**config.mk**
```make
export PLATFORM = sky130hd
export DESIGN_NAME = soft_timer_slot_unit
export DESIGN_NICKNAME = d
export VERILOG_FILES = /design/src/hdl/stsu_pkg.sv /design/src/hdl/soft_timer_slot_unit.sv
export SDC_FILE = /design/constraint.sdc
export NUM_CORES = 1
export LEC_CHECK = 0
export BUFFER_PORTS_ARGS = -buffer_cell sky130_fd_sc_hd__buf_2
export CORE_ASPECT_RATIO = 0.8
export CORE_MARGIN = 5
export CORE_UTILIZATION = 45
export CTS_BUF_LIST = sky130_fd_sc_hd__clkbuf_4 sky130_fd_sc_hd__clkbuf_8 sky130_fd_sc_hd__clkbuf_16
export DETAILED_ROUTE_END_ITERATION = 8
export GPL_ROUTABILITY_DRIVEN = 0
export GPL_TIMING_DRIVEN = 0
export HOLD_SLACK_MARGIN = 0.06
export MAX_ROUTING_LAYER = met4
export PLACE_DENSITY = 0.59
export SYNTH_ARGS = -nofsm -noshare
export SYNTH_HDL_FRONTEND = slang
export SYNTH_SLANG_ARGS = --single-unit
```
**constraint.sdc**
```tcl
create_clock -name clock -period 13.35 [get_ports clock]
set_clock_uncertainty 0.1 [all_clocks]
set_input_delay 2.0025 -clock clock [delete_from_list [all_inputs] [get_ports clock]]
set_output_delay 2.0025 -clock clock [all_outputs]
set_load 0.005 [all_outputs]
```
**src/hdl/stsu_pkg.sv**
```systemverilog
// ----------------------------------------------------------------------------
// stsu_pkg
// Shared types and constants of the periodic-event / countdown timer unit.
// ----------------------------------------------------------------------------
package stsu_pkg;

   // default sizes
   localparam int unsigned EVENT_SLOTS_DEF = 8;
   localparam int unsigned COUNTDOWNS_DEF  = 8;

   // command codes
   localparam logic [2:0] CMD_TICK     = 3'd0;
   localparam logic [2:0] CMD_REGISTER = 3'd1;
   localparam logic [2:0] CMD_REMOVE   = 3'd2;
   localparam logic [2:0] CMD_ALLOC    = 3'd3;
   localparam logic [2:0] CMD_READ     = 3'd4;
   localparam logic [2:0] CMD_RELEASE  = 3'd5;
   localparam logic [2:0] CMD_LOAD     = 3'd6;

   localparam logic [7:0]  PRESCALE_RESET = 8'd100;
   localparam logic [7:0]  CD_FREE        = 8'hff;
   localparam logic [15:0] MIN_INTERVAL   = 16'd10;
   // x / 10 == (x * 52429) >> 19 for every 16-bit x
   localparam logic [15:0] DIV10_RECIP    = 16'd52429;
   localparam int unsigned DIV10_SHIFT    = 19;
   localparam int unsigned PERIOD_W       = 13;

   typedef struct packed {
      logic [7:0]          owner;
      logic [PERIOD_W-1:0] period;
      logic [PERIOD_W-1:0] count;
   } slot_type;

   typedef enum logic [2:0] {
      ST_IDLE,
      ST_SLOT_RD,
      ST_SLOT_WR,
      ST_CD_RD,
      ST_CD_WR,
      ST_DONE
   } state_type;

endpackage

```
**src/hdl/soft_timer_slot_unit.sv**
```systemverilog
// ----------------------------------------------------------------------------
// soft_timer_slot_unit
// Periodic-event slots and countdown timers kept in two small memories.
// ----------------------------------------------------------------------------
// One command word is taken at a time. Slot and countdown state sit in two
// synchronous memories; each entry visited is read, then modified/written.
// A tick walks all EVENT_SLOTS slots and, on a prescale hit, all COUNTDOWNS
// countdowns. Register and remove walk all slots, allocate all countdowns;
// read visits only the entry its handle names (none with a bad handle);
// release, load and unknown commands go straight to the closing step. Slot
// steps and the closing word wait while the result side stalls. A tick
// returns one word per firing slot and a closing word with last set; every
// other command returns one word. Memory contents are qualified by per-entry
// valid bits, so no clearing pass follows reset.
module soft_timer_slot_unit #(
   parameter int unsigned EVENT_SLOTS = stsu_pkg::EVENT_SLOTS_DEF,
   parameter int unsigned COUNTDOWNS  = stsu_pkg::COUNTDOWNS_DEF
) (
   input  logic        clock,
   input  logic        reset,
   input  logic        req_valid,
   output logic        req_stall,
   input  logic [2:0]  req_cmd,
   input  logic [7:0]  req_callback_id,
   input  logic [15:0] req_interval_ms,
   input  logic [7:0]  req_timer_handle,
   input  logic [7:0]  req_load_value,
   output logic        rsp_valid,
   input  logic        rsp_stall,
   output logic        rsp_fired,
   output logic [7:0]  rsp_fired_id,
   output logic        rsp_ok,
   output logic [7:0]  rsp_handle,
   output logic [7:0]  rsp_value,
   output logic        rsp_last,
   input  logic        csr_valid,
   output logic        csr_ready,
   input  logic [7:0]  csr_data
);

   localparam int unsigned SIW = (EVENT_SLOTS > 1) ? $clog2(EVENT_SLOTS) : 1;
   localparam int unsigned CIW = (COUNTDOWNS > 1) ? $clog2(COUNTDOWNS) : 1;
   localparam int unsigned PW  = stsu_pkg::PERIOD_W;

   stsu_pkg::state_type state_ff, state_in;

   // memories and their valid bits
   stsu_pkg::slot_type slot_mem [EVENT_SLOTS];
   stsu_pkg::slot_type slot_rd_ff;
   logic [EVENT_SLOTS-1:0] slot_vld_ff;
   logic [7:0] cd_mem [COUNTDOWNS];
   logic [7:0] cd_rd_ff;
   logic [COUNTDOWNS-1:0] cd_vld_ff;

   // command word and scan state
   logic [2:0]     cmd_ff;
   logic [7:0]     id_ff;
   logic [15:0]    ivl_ff;
   logic [7:0]     ld_ff;
   logic           hvalid_ff;
   logic           hit_ff;
   logic [7:0]     prescale_ff;
   logic [7:0]     pcount_ff;
   logic [SIW-1:0] slot_idx_ff;
   logic [CIW-1:0] cd_idx_ff;
   logic           found_ff, found_in;
   logic           free_ff, free_in;
   logic [SIW-1:0] slot_pick_ff, slot_pick_in;
   logic [CIW-1:0] cd_pick_ff, cd_pick_in;
   logic [7:0]     val_ff, val_in;

   // result register
   logic       rsp_valid_ff;
   logic       rsp_fired_ff, rsp_ok_ff, rsp_last_ff;
   logic [7:0] rsp_fired_id_ff, rsp_handle_ff, rsp_value_ff;
   logic       rsp_load;
   logic       rsp_fired_in, rsp_ok_in, rsp_last_in;
   logic [7:0] rsp_fired_id_in, rsp_handle_in, rsp_value_in;

   // memory write controls
   logic               slot_we, slot_clr;
   logic [SIW-1:0]     slot_wa;
   stsu_pkg::slot_type slot_wd;
   logic               cd_we;
   logic [CIW-1:0]     cd_wa;
   logic [7:0]         cd_wd;

   logic               accept, go;
   logic               hvalid;
   logic [CIW-1:0]     hidx;
   logic               slot_last, cd_last;
   stsu_pkg::slot_type slot_eff;
   logic [7:0]         cd_eff;
   logic               slot_match, slot_fire;
   logic [31:0]        prod;
   logic [PW-1:0]      new_period;

   assign accept    = req_valid && (state_ff == stsu_pkg::ST_IDLE);
   assign req_stall = (state_ff != stsu_pkg::ST_IDLE);
   assign go        = !rsp_valid_ff || !rsp_stall;
   assign csr_ready = 1'b1;

   assign hvalid = (req_timer_handle != 8'd0) && (req_timer_handle <= 8'(COUNTDOWNS));
   assign hidx   = CIW'(req_timer_handle - 8'd1);

   assign slot_last = (slot_idx_ff == SIW'(EVENT_SLOTS - 1));
   assign cd_last   = (cd_idx_ff == CIW'(COUNTDOWNS - 1));

   // entries never written read as their reset values
   assign slot_eff   = slot_vld_ff[slot_idx_ff] ? slot_rd_ff : '0;
   assign cd_eff     = cd_vld_ff[cd_idx_ff] ? cd_rd_ff : stsu_pkg::CD_FREE;
   assign slot_match = (slot_eff.owner == id_ff);
   assign slot_fire  = (slot_eff.owner != 8'd0) && (slot_eff.count == slot_eff.period);

   // period = max(interval, 10) / 10 by reciprocal multiply
   assign prod       = 32'(ivl_ff) * 32'(stsu_pkg::DIV10_RECIP);
   assign new_period = prod[stsu_pkg::DIV10_SHIFT +: PW];

   // next state
   always_comb begin
      state_in = state_ff;
      case (state_ff)
         stsu_pkg::ST_IDLE: begin
            if (accept) begin
               case (req_cmd)
                  stsu_pkg::CMD_TICK, stsu_pkg::CMD_REGISTER, stsu_pkg::CMD_REMOVE:
                     state_in = stsu_pkg::ST_SLOT_RD;
                  stsu_pkg::CMD_ALLOC: state_in = stsu_pkg::ST_CD_RD;
                  stsu_pkg::CMD_READ:
                     state_in = hvalid ? stsu_pkg::ST_CD_RD : stsu_pkg::ST_DONE;
                  default: state_in = stsu_pkg::ST_DONE;
               endcase
            end
         end
         stsu_pkg::ST_SLOT_RD: state_in = stsu_pkg::ST_SLOT_WR;
         stsu_pkg::ST_SLOT_WR: begin
            if (go) begin
               if (!slot_last)
                  state_in = stsu_pkg::ST_SLOT_RD;
               else if (cmd_ff == stsu_pkg::CMD_TICK && hit_ff)
                  state_in = stsu_pkg::ST_CD_RD;
               else
                  state_in = stsu_pkg::ST_DONE;
            end
         end
         stsu_pkg::ST_CD_RD: state_in = stsu_pkg::ST_CD_WR;
         stsu_pkg::ST_CD_WR: begin
            if (cmd_ff == stsu_pkg::CMD_READ || cd_last)
               state_in = stsu_pkg::ST_DONE;
            else
               state_in = stsu_pkg::ST_CD_RD;
         end
         stsu_pkg::ST_DONE: if (go) state_in = stsu_pkg::ST_IDLE;
         default: state_in = stsu_pkg::ST_IDLE;
      endcase
   end

   // datapath, memory writes and result words
   always_comb begin
      found_in        = found_ff;
      free_in         = free_ff;
      slot_pick_in    = slot_pick_ff;
      cd_pick_in      = cd_pick_ff;
      val_in          = val_ff;
      slot_we         = 1'b0;
      slot_clr        = 1'b0;
      slot_wa         = slot_idx_ff;
      slot_wd         = slot_eff;
      cd_we           = 1'b0;
      cd_wa           = cd_idx_ff;
      cd_wd           = cd_eff;
      rsp_load        = 1'b0;
      rsp_fired_in    = 1'b0;
      rsp_fired_id_in = 8'd0;
      rsp_ok_in       = 1'b1;
      rsp_handle_in   = 8'd0;
      rsp_value_in    = 8'd0;
      rsp_last_in     = 1'b0;
      case (state_ff)
         stsu_pkg::ST_SLOT_WR: begin
            if (go) begin
               if (cmd_ff == stsu_pkg::CMD_TICK) begin
                  if (slot_eff.owner != 8'd0) begin
                     slot_we = 1'b1;
                     slot_wd.count = slot_fire ? '0 : slot_eff.count + PW'(1);
                  end
                  if (slot_fire) begin
                     rsp_load        = 1'b1;
                     rsp_fired_in    = 1'b1;
                     rsp_fired_id_in = slot_eff.owner;
                  end
               end else begin
                  // register: duplicate id; remove: first match
                  if (slot_match && !found_ff) begin
                     found_in     = 1'b1;
                     slot_pick_in = slot_idx_ff;
                  end
                  if (slot_eff.owner == 8'd0 && !free_ff) begin
                     free_in = 1'b1;
                     if (cmd_ff == stsu_pkg::CMD_REGISTER)
                        slot_pick_in = slot_idx_ff;
                  end
                  if (cmd_ff == stsu_pkg::CMD_REGISTER)
                     slot_pick_in = (slot_eff.owner == 8'd0 && !free_ff) ? slot_idx_ff
                                                                        : slot_pick_ff;
               end
            end
         end
         stsu_pkg::ST_CD_WR: begin
            case (cmd_ff)
               stsu_pkg::CMD_TICK: begin
                  if (cd_eff != stsu_pkg::CD_FREE && cd_eff != 8'd0) begin
                     cd_we = 1'b1;
                     cd_wd = cd_eff - 8'd1;
                  end
               end
               stsu_pkg::CMD_ALLOC: begin
                  if (cd_eff == stsu_pkg::CD_FREE && !free_ff) begin
                     free_in    = 1'b1;
                     cd_pick_in = cd_idx_ff;
                  end
               end
               default: val_in = cd_eff;
            endcase
         end
         stsu_pkg::ST_DONE: begin
            if (go) begin
               rsp_load    = 1'b1;
               rsp_last_in = 1'b1;
               case (cmd_ff)
                  stsu_pkg::CMD_TICK: rsp_ok_in = 1'b1;
                  stsu_pkg::CMD_REGISTER: begin
                     rsp_ok_in = found_ff || free_ff;
                     if (!found_ff && free_ff) begin
                        slot_we = 1'b1;
                        slot_wa = slot_pick_ff;
                        slot_wd = '{owner: id_ff, period: new_period, count: '0};
                     end
                  end
                  stsu_pkg::CMD_REMOVE: begin
                     rsp_ok_in = found_ff;
                     slot_clr  = found_ff;
                     slot_wa   = slot_pick_ff;
                  end
                  stsu_pkg::CMD_ALLOC: begin
                     rsp_ok_in     = free_ff;
                     rsp_handle_in = free_ff ? 8'(cd_pick_ff) + 8'd1 : 8'd0;
                     cd_we         = free_ff;
                     cd_wa         = cd_pick_ff;
                     cd_wd         = 8'd0;
                  end
                  stsu_pkg::CMD_READ: begin
                     rsp_ok_in    = hvalid_ff;
                     rsp_value_in = hvalid_ff ? val_ff : 8'd0;
                  end
                  stsu_pkg::CMD_RELEASE, stsu_pkg::CMD_LOAD: begin
                     rsp_ok_in = hvalid_ff;
                     cd_we     = hvalid_ff;
                     cd_wa     = cd_idx_ff;
                     cd_wd     = (cmd_ff == stsu_pkg::CMD_LOAD) ? ld_ff : stsu_pkg::CD_FREE;
                  end
                  default: rsp_ok_in = 1'b0;
               endcase
            end
         end
         default: ;
      endcase
   end

   // control registers
   always_ff @(posedge clock) begin
      if (reset) begin
         state_ff     <= stsu_pkg::ST_IDLE;
         rsp_valid_ff <= 1'b0;
         prescale_ff  <= stsu_pkg::PRESCALE_RESET;
         pcount_ff    <= 8'd0;
         slot_vld_ff  <= '0;
         cd_vld_ff    <= '0;
      end else begin
         state_ff     <= state_in;
         rsp_valid_ff <= rsp_load || (rsp_valid_ff && rsp_stall);
         if (csr_valid) prescale_ff <= csr_data;
         if (accept && req_cmd == stsu_pkg::CMD_TICK)
            pcount_ff <= (pcount_ff == prescale_ff) ? 8'd0 : pcount_ff + 8'd1;
         if (slot_we) slot_vld_ff[slot_wa] <= 1'b1;
         if (slot_clr) slot_vld_ff[slot_wa] <= 1'b0;
         if (cd_we) cd_vld_ff[cd_wa] <= 1'b1;
      end
   end

   // command word, scan pointers and result payload
   always_ff @(posedge clock) begin
      if (accept) begin
         cmd_ff       <= req_cmd;
         id_ff        <= req_callback_id;
         ivl_ff       <= (req_interval_ms < stsu_pkg::MIN_INTERVAL) ? stsu_pkg::MIN_INTERVAL
                                                                    : req_interval_ms;
         ld_ff        <= req_load_value;
         hvalid_ff    <= hvalid;
         hit_ff       <= (pcount_ff == prescale_ff);
         slot_idx_ff  <= '0;
         // handle commands start at their entry, scans at the first one
         cd_idx_ff    <= (hvalid && req_cmd inside {stsu_pkg::CMD_READ, stsu_pkg::CMD_RELEASE,
                                                    stsu_pkg::CMD_LOAD}) ? hidx : '0;
         found_ff     <= 1'b0;
         free_ff      <= 1'b0;
         slot_pick_ff <= '0;
         cd_pick_ff   <= '0;
         val_ff       <= 8'd0;
      end else begin
         found_ff     <= found_in;
         free_ff      <= free_in;
         slot_pick_ff <= slot_pick_in;
         cd_pick_ff   <= cd_pick_in;
         val_ff       <= val_in;
         if (state_ff == stsu_pkg::ST_SLOT_WR && go && !slot_last)
            slot_idx_ff <= slot_idx_ff + SIW'(1);
         if (state_ff == stsu_pkg::ST_CD_WR && !cd_last && cmd_ff != stsu_pkg::CMD_READ)
            cd_idx_ff <= cd_idx_ff + CIW'(1);
      end
      if (rsp_load) begin
         rsp_fired_ff    <= rsp_fired_in;
         rsp_fired_id_ff <= rsp_fired_id_in;
         rsp_ok_ff       <= rsp_ok_in;
         rsp_handle_ff   <= rsp_handle_in;
         rsp_value_ff    <= rsp_value_in;
         rsp_last_ff     <= rsp_last_in;
      end
   end

   // slot memory
   always_ff @(posedge clock) begin
      if (slot_we) slot_mem[slot_wa] <= slot_wd;
      slot_rd_ff <= slot_mem[slot_idx_ff];
   end

   // countdown memory
   always_ff @(posedge clock) begin
      if (cd_we) cd_mem[cd_wa] <= cd_wd;
      cd_rd_ff <= cd_mem[cd_idx_ff];
   end

   assign rsp_valid    = rsp_valid_ff;
   assign rsp_fired    = rsp_fired_ff;
   assign rsp_fired_id = rsp_fired_id_ff;
   assign rsp_ok       = rsp_ok_ff;
   assign rsp_handle   = rsp_handle_ff;
   assign rsp_value    = rsp_value_ff;
   assign rsp_last     = rsp_last_ff;

   // checks
   a_last_to_idle: assert property (@(posedge clock) disable iff (reset)
      (rsp_load && rsp_last_in) |=> (state_ff == stsu_pkg::ST_IDLE))
      else $error("closing word not followed by idle");

   a_fire_nonzero: assert property (@(posedge clock) disable iff (reset)
      (rsp_valid_ff && rsp_fired_ff) |-> (rsp_fired_id_ff != 8'd0 && !rsp_last_ff))
      else $error("fire notice with free id or last set");

   a_fire_on_tick: assert property (@(posedge clock) disable iff (reset)
      (rsp_load && rsp_fired_in) |-> (cmd_ff == stsu_pkg::CMD_TICK))
      else $error("fire notice outside a tick");

endmodule
```
==> results of run 1 <==
==> worst max-delay path by stage <==
stage          cells after the start                    start                        end  slack [ns]
6_report                          18  ivl_ff[8]$_SDFFCE_PN0P_  slot_mem[6][25]$_DFFE_PP_        5.93
4_1_cts                           18  ivl_ff[7]$_SDFFCE_PN0P_  slot_mem[6][25]$_DFFE_PP_        6.09
3_3_place_gp                      18  ivl_ff[8]$_SDFFCE_PN0P_  slot_mem[2][25]$_DFFE_PP_        6.29
5_1_grt                           18  ivl_ff[8]$_SDFFCE_PN0P_  slot_mem[4][25]$_DFFE_PP_        5.62
2_1_floorplan                     18  ivl_ff[1]$_SDFFCE_PN1P_  slot_mem[0][23]$_DFFE_PP_        7.54
3_5_place_dp                      18  ivl_ff[7]$_SDFFCE_PN0P_  slot_mem[3][25]$_DFFE_PP_        6.13
==> synthesized netlist by cell type, drive strengths merged, types with 3 or more instances <==
library cell,number
a211o,3
a211oi,15
a21o,14
a21oi,50
a22oi,6
a31oi,10
a32o,3
and2,34
and3,10
and4,3
buf,15
clkbuf,63
dfxtp,97
edfxtp,399
fa,79
ha,142
inv,196
mux2,43
mux2i,18
mux4,88
nand2,85
nand2b,12
nand3,36
nand3b,5
nand4,17
nor2,105
nor2b,16
nor3,26
nor4,9
o211ai,6
o21a,10
o21ai,56
o21ba,4
o22ai,7
o31ai,3
or3,7
or4,4
xnor2,41
xor2,17
==> metrics by stage <==
step | worst slack, ns | power, mW | hold WS, ns | area (um^2)
finish | 5.93 | 5.90 | 0.370 | 27900
global route | 5.62 | 6.42 | 0.389 | 27900
CTS | 6.09 | 5.96 | 0.370 | 27900
detailed placement | 6.13 | 4.47 | 0.353 | 26100
global placement | 6.29 | 4.42 | 0.345 | 25900
floorplan | 7.54 | 3.76 | 0.335 | 24600
==> sequential cells by signal (all words and copies together), names as in the netlist, 4 cells and up <==
signal        count
cd_mem           64
cd_rd_ff          8
cd_vld_ff         8
id_ff             8
ivl_ff           16
ld_ff             8
pcount_ff         8
prescale_ff       8
rsp_fired_id      8
rsp_handle        4
rsp_value         8
slot_mem        272
slot_rd_ff       34
slot_vld_ff       8
val_ff            8
==> critical path, delay by kind of cell, from the launching register on <==
| family | cells | cell delay [ns] |
|---|---|---|
| DFF | 1 | 0.55 |
| AOI/OAI and AO/OA | 5 | 2.46 |
| adders and majority gates | 7 | 3.34 |
| xor gates and xnor gates | 1 | 0.12 |
| buffers and inverters | 4 | 0.24 |
| and+or+nand+nor | 1 | 0.19 |
==> area by class of cell <==
cell class	count	area (um^2)
timing repair buffer	90	594
inverter	197	739
fill	4582	26200
clock inverter	30	353
tap	702	878
clock buffer	62	1370
buffer	78	315
multi-input combinational	1010	9680
sequential	496	13900
==> report_power, final <==
part           switching, mW  leakage, nW  internal, mW
Clock                  0.597        0.848         0.866
Combinational           1.54         4.99          1.09
Sequential            0.0825         4.28          1.72
Total                   2.22         10.1          3.68
==> kinds of logic (layout without fill, tap and decap cells) <==
group | Yosys count | in the layout | synth area share (%)
AOI/OAI and AO/OA | 203 | 203 | 5.23
muxes | 149 | 149 | 10.8
DFF | 496 | 496 | 56.6
xor gates and xnor gates | 58 | 58 | 2.06
buffers and inverters | 275 | 457 | 4.28
and+or+nand+nor | 374 | 374 | 7.39
adders and majority gates | 221 | 221 | 13.6
other | 2 | 5 | 0.0305
==> routing by layer <==
| metal | vias up | track usage [%] |
|---|---|---|
| met3 | 68 | 3.36 |
| met5 | - | - |
| li1 | 6752 | - |
| met4 | 0 | 4.06 |
| met1 | 7396 | 30.8 |
| met2 | 516 | 28.9 |
==> metrics, run 1 <==
top-area cell type share of the netlist area 48.7%; Die X 272 um; Synth Cell Area 24600 um^2; vias in the first global route 15016; max cap viols 0; diode count 0; max incr delay on CP 0.96 ns; Mapped Cells 1778; setup bufs post-CTS 0; Reg2Reg Capture Point slot_mem[6][25]$_DFFE_PP_; most frequent CP cell fa_1; routed wire length 57400 um; Site Rows 76; asr flop ratio synth 0%; worst hold path type reg -> reg; Post-synth EDFFs 399; critical path cell sequence ha_1, inv_1, fa_1, inv_1, fa_1, fa_1, fa_1, inv_1, fa_1, inv_1, ha_1, and4_1, o21ai_0, o21ai_0, o211ai_1, o211ai_1, xnor2_1, o21ai_0; worst flop-to-flop path startpoint ivl_ff[8]$_SDFFCE_PN0P_; First-pass DRT Iterations 6; die height 219 um; final core occ 51.6%; via count 14732; crit path DAT 7.53 ns; ys flop type edfxtp_1; Seq/Total Area, Yosys 56.6%; CTS tree built; Min-Delay Endpoint slot_vld_ff[5]$_SDFF_PP0_; hold-critical path depth 1; kind of critical path reg -> reg; post-DR wirelength/cell 21.5 um; deepest clock path buffer count 3; CTS H-tree lvls 2; number of DRC markers in iteration 0 1372; top sig layer met4; Vias/cell 5.53; layout cells sized above 1 17.1%; most common cell after layout, fill and taps aside edfxtp_1; RSZ-0062 raised after global routing no; crit share post-route 55.6%; met2 WL post-DR 24600 um; CTS root buf clkbuf_16; cts repair resizes 0; Initial Utilization 45.6%; core area 54000 um^2; Clk pin slew, worst setup/hold paths 0.06 ns; initial antenna violation count 3; minimum clock period 7.42 ns; Fmax 135 MHz; Total Neg Setup Slack 0 ns; status complete, no violations; Antenna Nets Post-Route 0; FF-to-FF setup slack 5.93 ns; DRC viols 0; total grt overflow 0; Setup Viol. Count Final 0; final slew viol count 0; Slowest-stage cell, CP o21ai_0; final hold violations 0; final HPWL from detailed placement 41700 um; Hold Buf Count CTS 0; leakage 10.1 nW; Area Growth Syn to Fin 13.1%; max_slew headroom 17.2%; Reg2Reg Depth 18; PwrDens 212 nW/um^2; clock sink count 496; dpl cells 2573; post-synth cell types 63; CP endpoint kind register; Synth area leader edfxtp_1; largest net degree at the start of global routing 30; worst path required time 13.46 ns; Metal-1 WL 27800 um; Port Buf Inserts 79; first-pass GRT wire length 89500 um; I/O pins 86; Peak VDD IR 0.000178 V; yosys warns 0; GRT Total Usage 20.2%; Least-Margin Pin Slew 1.23 ns; CP max FO 8; final std cells w/o fill 2665; most frequent cells in the layout 399 x edfxtp_1, 196 x inv_1, 142 x ha_1, 105 x nor2_1, 97 x dfxtp_1; die area 59500 um^2; metal3 WL 4170 um; main area contributors after synthesis edfxtp_1 49%, mux4_2 8.1%, dfxtp_1 7.9%; TritonCTS buffer count 50; worst hold path startpoint slot_vld_ff[5]$_SDFF_PP0_; clk_lat worst skew 0.59 ns; #FFs+latches synth 496; Final #Nets 2200; Syn Area/Cell 13.8 um^2; startpoint types register
Note: power is estimated with default switching activity, not from simulation.
==> inputs of run 2 (changes only) <==
--- a/config.mk
+++ b/config.mk
@@ -15,7 +15,7 @@
 export GPL_TIMING_DRIVEN = 0
 export HOLD_SLACK_MARGIN = 0.06
 export MAX_ROUTING_LAYER = met4
-export PLACE_DENSITY = 0.59
+export PLACE_DENSITY = 0.61
 export SYNTH_ARGS = -nofsm -noshare
 export SYNTH_HDL_FRONTEND = slang
 export SYNTH_SLANG_ARGS = --single-unit
==> constraint.sdc (replaced) <==
create_clock -name clock -period 6.1 [get_ports clock]
set_clock_uncertainty 0.1 [all_clocks]
set_input_delay 0.915 -clock clock [delete_from_list [all_inputs] [get_ports clock]]
set_output_delay 0.915 -clock clock [all_outputs]
set_load 0.005 [all_outputs]
==> metrics, run 2 (synthesized netlist as in run 1, its figures left out) <==
Reg2Reg Capture Point slot_mem[5][23]$_DFFE_PP_ (was slot_mem[6][25]$_DFFE_PP_); Worst Slack Setup Final 0.109 ns (was 5.93 ns); first-pass GRT wire length 88700 um (was 89500 um); Final #Nets 2225 (was 2200); most frequent CP cell fa_1 (unchanged); Peak VDD IR 0.000754 V (was 0.000178 V); largest net degree at the start of global routing 33 (was 30); leakage 10.2 nW (was 10.1 nW); Site Rows 76 (unchanged); worst slack, placed -0.718 ns (was 6.13 ns); Least-Margin Pin Slew 1.19 ns (was 1.23 ns); worst flop-to-flop path startpoint ivl_ff[7]$_SDFFCE_PN0P_ (was ivl_ff[8]$_SDFFCE_PN0P_); most frequent cells in the layout 399 x edfxtp_1, 195 x inv_1, 132 x ha_1, 105 x nor2_1, 97 x dfxtp_1 (was 399 x edfxtp_1, 196 x inv_1, 142 x ha_1, 105 x nor2_1, 97 x dfxtp_1); routed wire length 57600 um (was 57400 um); startpoint types register (unchanged); layout cells sized above 1 19.5% (was 17.1%); metal3 WL 4040 um (was 4170 um); die area 59500 um^2 (unchanged); Fmax 167 MHz (was 135 MHz); clk_lat worst skew 0.60 ns (was 0.59 ns); max_slew headroom 20.0% (was 17.2%); PwrDens 484 nW/um^2 (was 212 nW/um^2); deepest clock path buffer count 3 (unchanged); RSZ-0062 raised after global routing yes (was no); kind of critical path reg -> reg (unchanged); CTS H-tree lvls 2 (unchanged); Vias/cell 5.50 (was 5.53); via count 14795 (was 14732); worst path required time 6.32 ns (was 13.46 ns); met2 WL post-DR 25300 um (was 24600 um); CTS tree built (unchanged); CTS root buf clkbuf_16 (unchanged); I/O pins 86 (unchanged); most common cell after layout, fill and taps aside edfxtp_1 (unchanged); crit-path leading delay family adder cells (unchanged); final slew viol count 0 (unchanged); Clk pin slew, worst setup/hold paths 0.06 ns (about the same); Worst path depth 19 (was 18); Initial Utilization 45.6% (unchanged); Die X 272 um (unchanged); Setup Viol. Count Final 0 (unchanged); # fillers 4532 (was 4582); Slowest-stage cell, CP fa_1 (was o21ai_0); max incr delay on CP 0.57 ns (was 0.96 ns); Critical Path Start ivl_ff[7]$_SDFFCE_PN0P_ (was ivl_ff[8]$_SDFFCE_PN0P_); number of DRC markers in iteration 0 1260 (was 1372); die height 219 um (unchanged); post-DR wirelength/cell 21.4 um (was 21.5 um); Antenna Nets Post-Route 0 (unchanged); worst hold path type reg -> reg (unchanged); First-pass DRT Iterations 5 (was 6); crit path DAT 6.21 ns (was 7.53 ns); biggest regs slot_mem (272), cd_mem (64), slot_rd_ff (34) (unchanged); Reg2Reg Depth 19 (was 18); initial antenna violation count 0 (was 3); CP max FO 8 (unchanged); clock sink count 496 (unchanged); Biggest register slot_mem (unchanged); final hold violations 0 (unchanged); max cap viols 0 (unchanged); Metal-1 WL 27100 um (was 27800 um); crit share post-route 98.2% (was 55.6%); critical path cell sequence ha_4, inv_1, fa_1, inv_1, fa_1, fa_1, fa_1, inv_1, fa_1, inv_1, ha_1, and4_1, o21ai_2, o21ai_4, o211ai_1, buf_4, a211oi_2, or3_1, a32o_2 (was ha_1, inv_1, fa_1, inv_1, fa_1, fa_1, fa_1, inv_1, fa_1, inv_1, ha_1, and4_1, o21ai_0, o21ai_0, o211ai_1, o211ai_1, xnor2_1, o21ai_0); FF-to-FF setup slack 0.11 ns (was 5.93 ns); Buf/Inv on CP 5 (was 4); vias in the first global route 14957 (was 15016); max reg flops 272 (unchanged); top sig layer met4 (unchanged); Port Buf Inserts 79 (unchanged); Area Growth Syn to Fin 14.4% (was 13.1%); final HPWL from detailed placement 40700 um (was 41700 um); status complete, no violations (unchanged); core area 54000 um^2 (unchanged); CP endpoint kind register (unchanged); total grt overflow 0 (unchanged); DRC viols 0 (unchanged); TritonCTS buffer count 48 (was 50); final core occ 52.1% (was 51.6%); GRT Total Usage 19.8% (was 20.2%); CP Capture Point slot_mem[5][23]$_DFFE_PP_ (was slot_mem[6][25]$_DFFE_PP_); minimum clock period 5.99 ns (was 7.42 ns)
==> run 2: changes by cell type in the layout (fill, tap and decap cells not counted), moves of 8 or more <==
cell / previous run / this run
ha_1: 142 / 132
o21ai_0: 54 / 43
buf_4: 6 / 34
ha_4: 0 / 8
==> run 2: cell type report <==
cell class / count / area [um^2] / share of cell area (%)
Clock buffer: 68 / 1390 / 4.95
Sequential cell: 496 / 13900 / 49.5
Timing Repair Buffer: 117 / 793 / 2.82
Buffer: 78 / 315 / 1.12
Antenna cell: 1 / 2.50 / 0.00889
Inverter: 197 / 739 / 2.63
Multi-Input combinational cell: 1010 / 9860 / 35.0
Clock inverter: 22 / 245 / 0.871
Tap cell: 702 / 878 / 3.12
==> run 2: where the power goes <==
part	switching, mW	internal (mW)	leakage [nW]	total (mW)
Combinational	4.00	2.64	5.14	6.64
Sequential	0.175	3.77	4.28	3.95
Clock	1.28	1.74	0.812	3.03
==> run 2: worst register-to-register path, delay by kind of cell, from the launching register on <==
family,cells,cell delay [ns]
buffers and inverters,5,0.42
adders and majority gates,7,3.31
DFF,1,0.51
AOI/OAI and AO/OA,5,0.83
and+or+nand+nor,2,0.57
==> run 2: through the flow <==
stage | TNS (ns) | power (mW) | hold slack (ns) | std cells | instance area (um^2)
2_1_floorplan | 0 | 8.23 | 0.335 | 1781 | 24600
3_3_place_gp | -48.87 | 9.96 | 0.345 | 2562 | 25900
3_5_place_dp | -52.21 | 10.0 | 0.351 | 2571 | 26100
4_1_cts | 0 | 13.5 | 0.365 | 2673 | 27900
5_1_grt | -0.564 | 14.7 | 0.385 | 2690 | 28200
6_report | 0 | 13.6 | 0.364 | 2691 | 28200
==> run 2: how the worst min path moves through the flow <==
stage / from / slack, ns / end / cells after the start
after floorplan: cd_vld_ff[3]$_SDFFE_PP0P_ / 0.34 / cd_vld_ff[3]$_SDFFE_PP0P_ / 2
after global placement: cd_vld_ff[1]$_SDFFE_PP0P_ / 0.34 / cd_vld_ff[1]$_SDFFE_PP0P_ / 2
after detailed placement: slot_vld_ff[4]$_SDFF_PP0_ / 0.35 / slot_vld_ff[4]$_SDFF_PP0_ / 1
after CTS: slot_vld_ff[4]$_SDFF_PP0_ / 0.36 / slot_vld_ff[4]$_SDFF_PP0_ / 1
after global routing: req_load_value[5] / 0.38 / ld_ff[5]$_DFFE_PP_ / 1
final: slot_vld_ff[4]$_SDFF_PP0_ / 0.36 / slot_vld_ff[4]$_SDFF_PP0_ / 1
==> run 2: per-layer routing <==
layer	up-vias	track usage, %
li1	6805	-
met5	-	-
met4	0	4.67
met1	7441	28.8
met2	481	29.3
met3	68	3.68
==> run 2: what timing repair did <==
| action | 4_1_cts | 5_1_grt |
|---|---|---|
| buffers inserted | 12 | 17 |
| endpoints found under the setup margin | 96 | 96 |
| gates resized for setup | 20 | 22 |
| pin swaps | 3 | 12 |
| hold buffers | 0 | 0 |
==> inputs of run 3 (changes only) <==
--- a/config.mk
+++ b/config.mk
@@ -9,7 +9,7 @@
 export CORE_ASPECT_RATIO = 0.8
 export CORE_MARGIN = 5
 export CORE_UTILIZATION = 45
-export CTS_BUF_LIST = sky130_fd_sc_hd__clkbuf_4 sky130_fd_sc_hd__clkbuf_8 sky130_fd_sc_hd__clkbuf_16
+export CTS_BUF_LIST = sky130_fd_sc_hd__clkbuf_16
 export DETAILED_ROUTE_END_ITERATION = 8
 export GPL_ROUTABILITY_DRIVEN = 0
 export GPL_TIMING_DRIVEN = 0
==> metrics, run 3 (synthesized netlist as in run 1, its figures left out) <==
startpoint types register (unchanged); Slowest-stage cell, CP fa_1 (unchanged); max reg flops 272 (unchanged); sequential share of power 29.2% (was 29.0%); most common cell after layout, fill and taps aside edfxtp_1 (unchanged); final std cells w/o fill 2685 (was 2691); CTS root buf clkbuf_16 (unchanged); leakage 10.2 nW (about the same); Setup Viol. Count Final 0 (unchanged); FF+latch area 13900 um^2 (unchanged); Final #Nets 2220 (was 2225); area of the multi-input gates 9870 um^2 (was 9860 um^2); GRT Total Usage 19.9% (was 19.8%); final HPWL from detailed placement 40700 um (unchanged); Total Neg Setup Slack 0 ns (unchanged); Vias/cell 5.52 (was 5.50); max incr delay on CP 0.56 ns (was 0.57 ns); diode count 0 (was 1); Comb power frac 49.3% (was 48.8%); first-pass GRT wire length 88700 um (about the same); routed wire length 57700 um (was 57600 um); CTS H-tree lvls 2 (unchanged); Fmax 167 MHz (about the same); most frequent CP cell fa_1 (unchanged); final slew viol count 0 (unchanged); vias in the first global route 14966 (was 14957); dpl cells 2571 (unchanged); clock network power share 21.5% (was 22.2%); via count 14813 (was 14795); core area 54000 um^2 (unchanged); crit path DAT 6.19 ns (was 6.21 ns); critical path cell sequence ha_4, inv_1, fa_1, inv_1, fa_1, fa_1, fa_1, inv_1, fa_1, inv_1, ha_1, and4_4, o21ai_4, o21ai_4, o211ai_1, buf_4, a211oi_4, o21ai_0, a32o_2 (was ha_4, inv_1, fa_1, inv_1, fa_1, fa_1, fa_1, inv_1, fa_1, inv_1, ha_1, and4_1, o21ai_2, o21ai_4, o211ai_1, buf_4, a211oi_2, or3_1, a32o_2); Antenna Nets Post-Route 0 (unchanged); minimum clock period 5.98 ns (was 5.99 ns); most frequent cells in the layout 399 x edfxtp_1, 209 x inv_1, 133 x ha_1, 105 x nor2_1, 97 x dfxtp_1 (was 399 x edfxtp_1, 195 x inv_1, 132 x ha_1, 105 x nor2_1, 97 x dfxtp_1); CTS tree built (unchanged); worst path required time 6.31 ns (was 6.32 ns); worst hold path type reg -> reg (unchanged); Internal Dissipation 8.00 mW (was 8.16 mW); kind of critical path reg -> reg (unchanged); max_slew headroom 15.6% (was 20.0%); largest net degree at the start of global routing 33 (unchanged); Die X 272 um (unchanged); initial antenna violation count 0 (unchanged); Placed Area 26100 um^2 (unchanged); Site Rows 76 (unchanged); First-pass DRT Iterations 5 (unchanged); layout cells sized above 1 18.4% (was 19.5%); net switching power 5.50 mW (was 5.46 mW); biggest regs slot_mem (272), cd_mem (64), slot_rd_ff (34) (unchanged); deepest clock path buffer count 3 (unchanged); status complete, no violations (unchanged); Worst Slack Setup Final 0.121 ns (was 0.109 ns); TritonCTS buffer count 48 (unchanged); total grt overflow 0 (unchanged); clk_lat worst skew 0.60 ns (about the same); Port Buf Inserts 79 (unchanged); Least-Margin Pin Slew 1.25 ns (was 1.19 ns); # fillers 4565 (was 4532); switch share 40.7% (was 40.1%); final hold violations 0 (unchanged); Area Growth Syn to Fin 13.8% (was 14.4%); FF-to-FF setup slack 0.12 ns (was 0.11 ns); I/O pins 86 (unchanged); clock sink count 496 (unchanged); worst slack, placed -0.718 ns (unchanged); post-DR wirelength/cell 21.5 um (was 21.4 um); PwrDens 482 nW/um^2 (was 484 nW/um^2); max cap viols 0 (unchanged); crit share post-route 98.0% (was 98.2%); final core occ 51.9% (was 52.1%); CP max FO 8 (unchanged); CP endpoint kind register (unchanged); Biggest register slot_mem (unchanged); die area 59500 um^2 (unchanged); number of DRC markers in iteration 0 1179 (was 1260); Clk pin slew, worst setup/hold paths 0.06 ns (about the same); final instance area 28000 um^2 (was 28200 um^2); Peak VDD IR 0.000753 V (was 0.000754 V); DRC viols 0 (unchanged); Initial Utilization 45.6% (unchanged); die height 219 um (unchanged)
-- run 3: cell count changes in the layout (fill, tap and decap cells not counted), sizes merged --
cell and delta:
buf -5, clkinv +4, diode -1, inv +15, clkbuf -19
-- run 3: layout make-up --
| type | count | area share, % |
|---|---|---|
| clock buffers | 49 | 4.38 |
| well taps | 702 | 3.13 |
| inverters | 197 | 2.64 |
| plain buffers | 78 | 1.13 |
| repair buffers | 112 | 2.71 |
| multi-input cells | 1010 | 35.2 |
| clock inverters | 41 | 1.13 |
| flip-flops and latches | 496 | 49.7 |
-- run 3: timing repair --
action	in CTS	in global routing
pin swaps	3	14
buffers inserted	11	13
endpoints found under the hold margin	0	0
gates resized for setup	22	23
hold buffers	0	0
endpoints found under the setup margin	96	88
-- run 3: layer usage --
| metal | track usage (%) | routed length (um) |
|---|---|---|
| met4 | 4.84 | 1120 |
| met3 | 3.63 | 4230 |
| met1 | 28.9 | 27000 |
| met2 | 29.3 | 25400 |
| met5 | - | 0 |
-- run 3: power groups by stage --
stage	sequential, mW	combinational [mW]	clock (mW)
detailed placement	4.02	6.02	0
global placement	4.02	5.94	0
finish	3.95	6.66	2.90
CTS	3.94	6.36	2.96
floorplan	3.94	4.29	0
global route	3.96	7.55	3.09
-- run 3: final timing paths --
path,startpoint,to,depth (start not counted)
max,ivl_ff[7]$_SDFFCE_PN0P_,slot_mem[0][22]$_DFFE_PP_,19
max reg2reg,ivl_ff[7]$_SDFFCE_PN0P_,slot_mem[0][22]$_DFFE_PP_,19
min,slot_vld_ff[4]$_SDFF_PP0_,slot_vld_ff[4]$_SDFF_PP0_,1
min reg2reg,slot_vld_ff[4]$_SDFF_PP0_,slot_vld_ff[4]$_SDFF_PP0_,1
-- run 3: critical path, delay by kind of cell, from the launching register on --
kind            cells  cell delay, ns
buf+inv             5            0.43
compound gates      6            1.13
simple gates        1            0.25
flops               1            0.50
fa+ha+maj           7            3.31
-- run 3: per-stage QoR --
stage                     hold WS, ns  power [mW]
after CTS                       0.365        13.3
final                           0.365        13.5
after detailed placement        0.351        10.0
after floorplan                 0.335        8.23
after global routing            0.385        14.6
after global placement          0.345        9.96
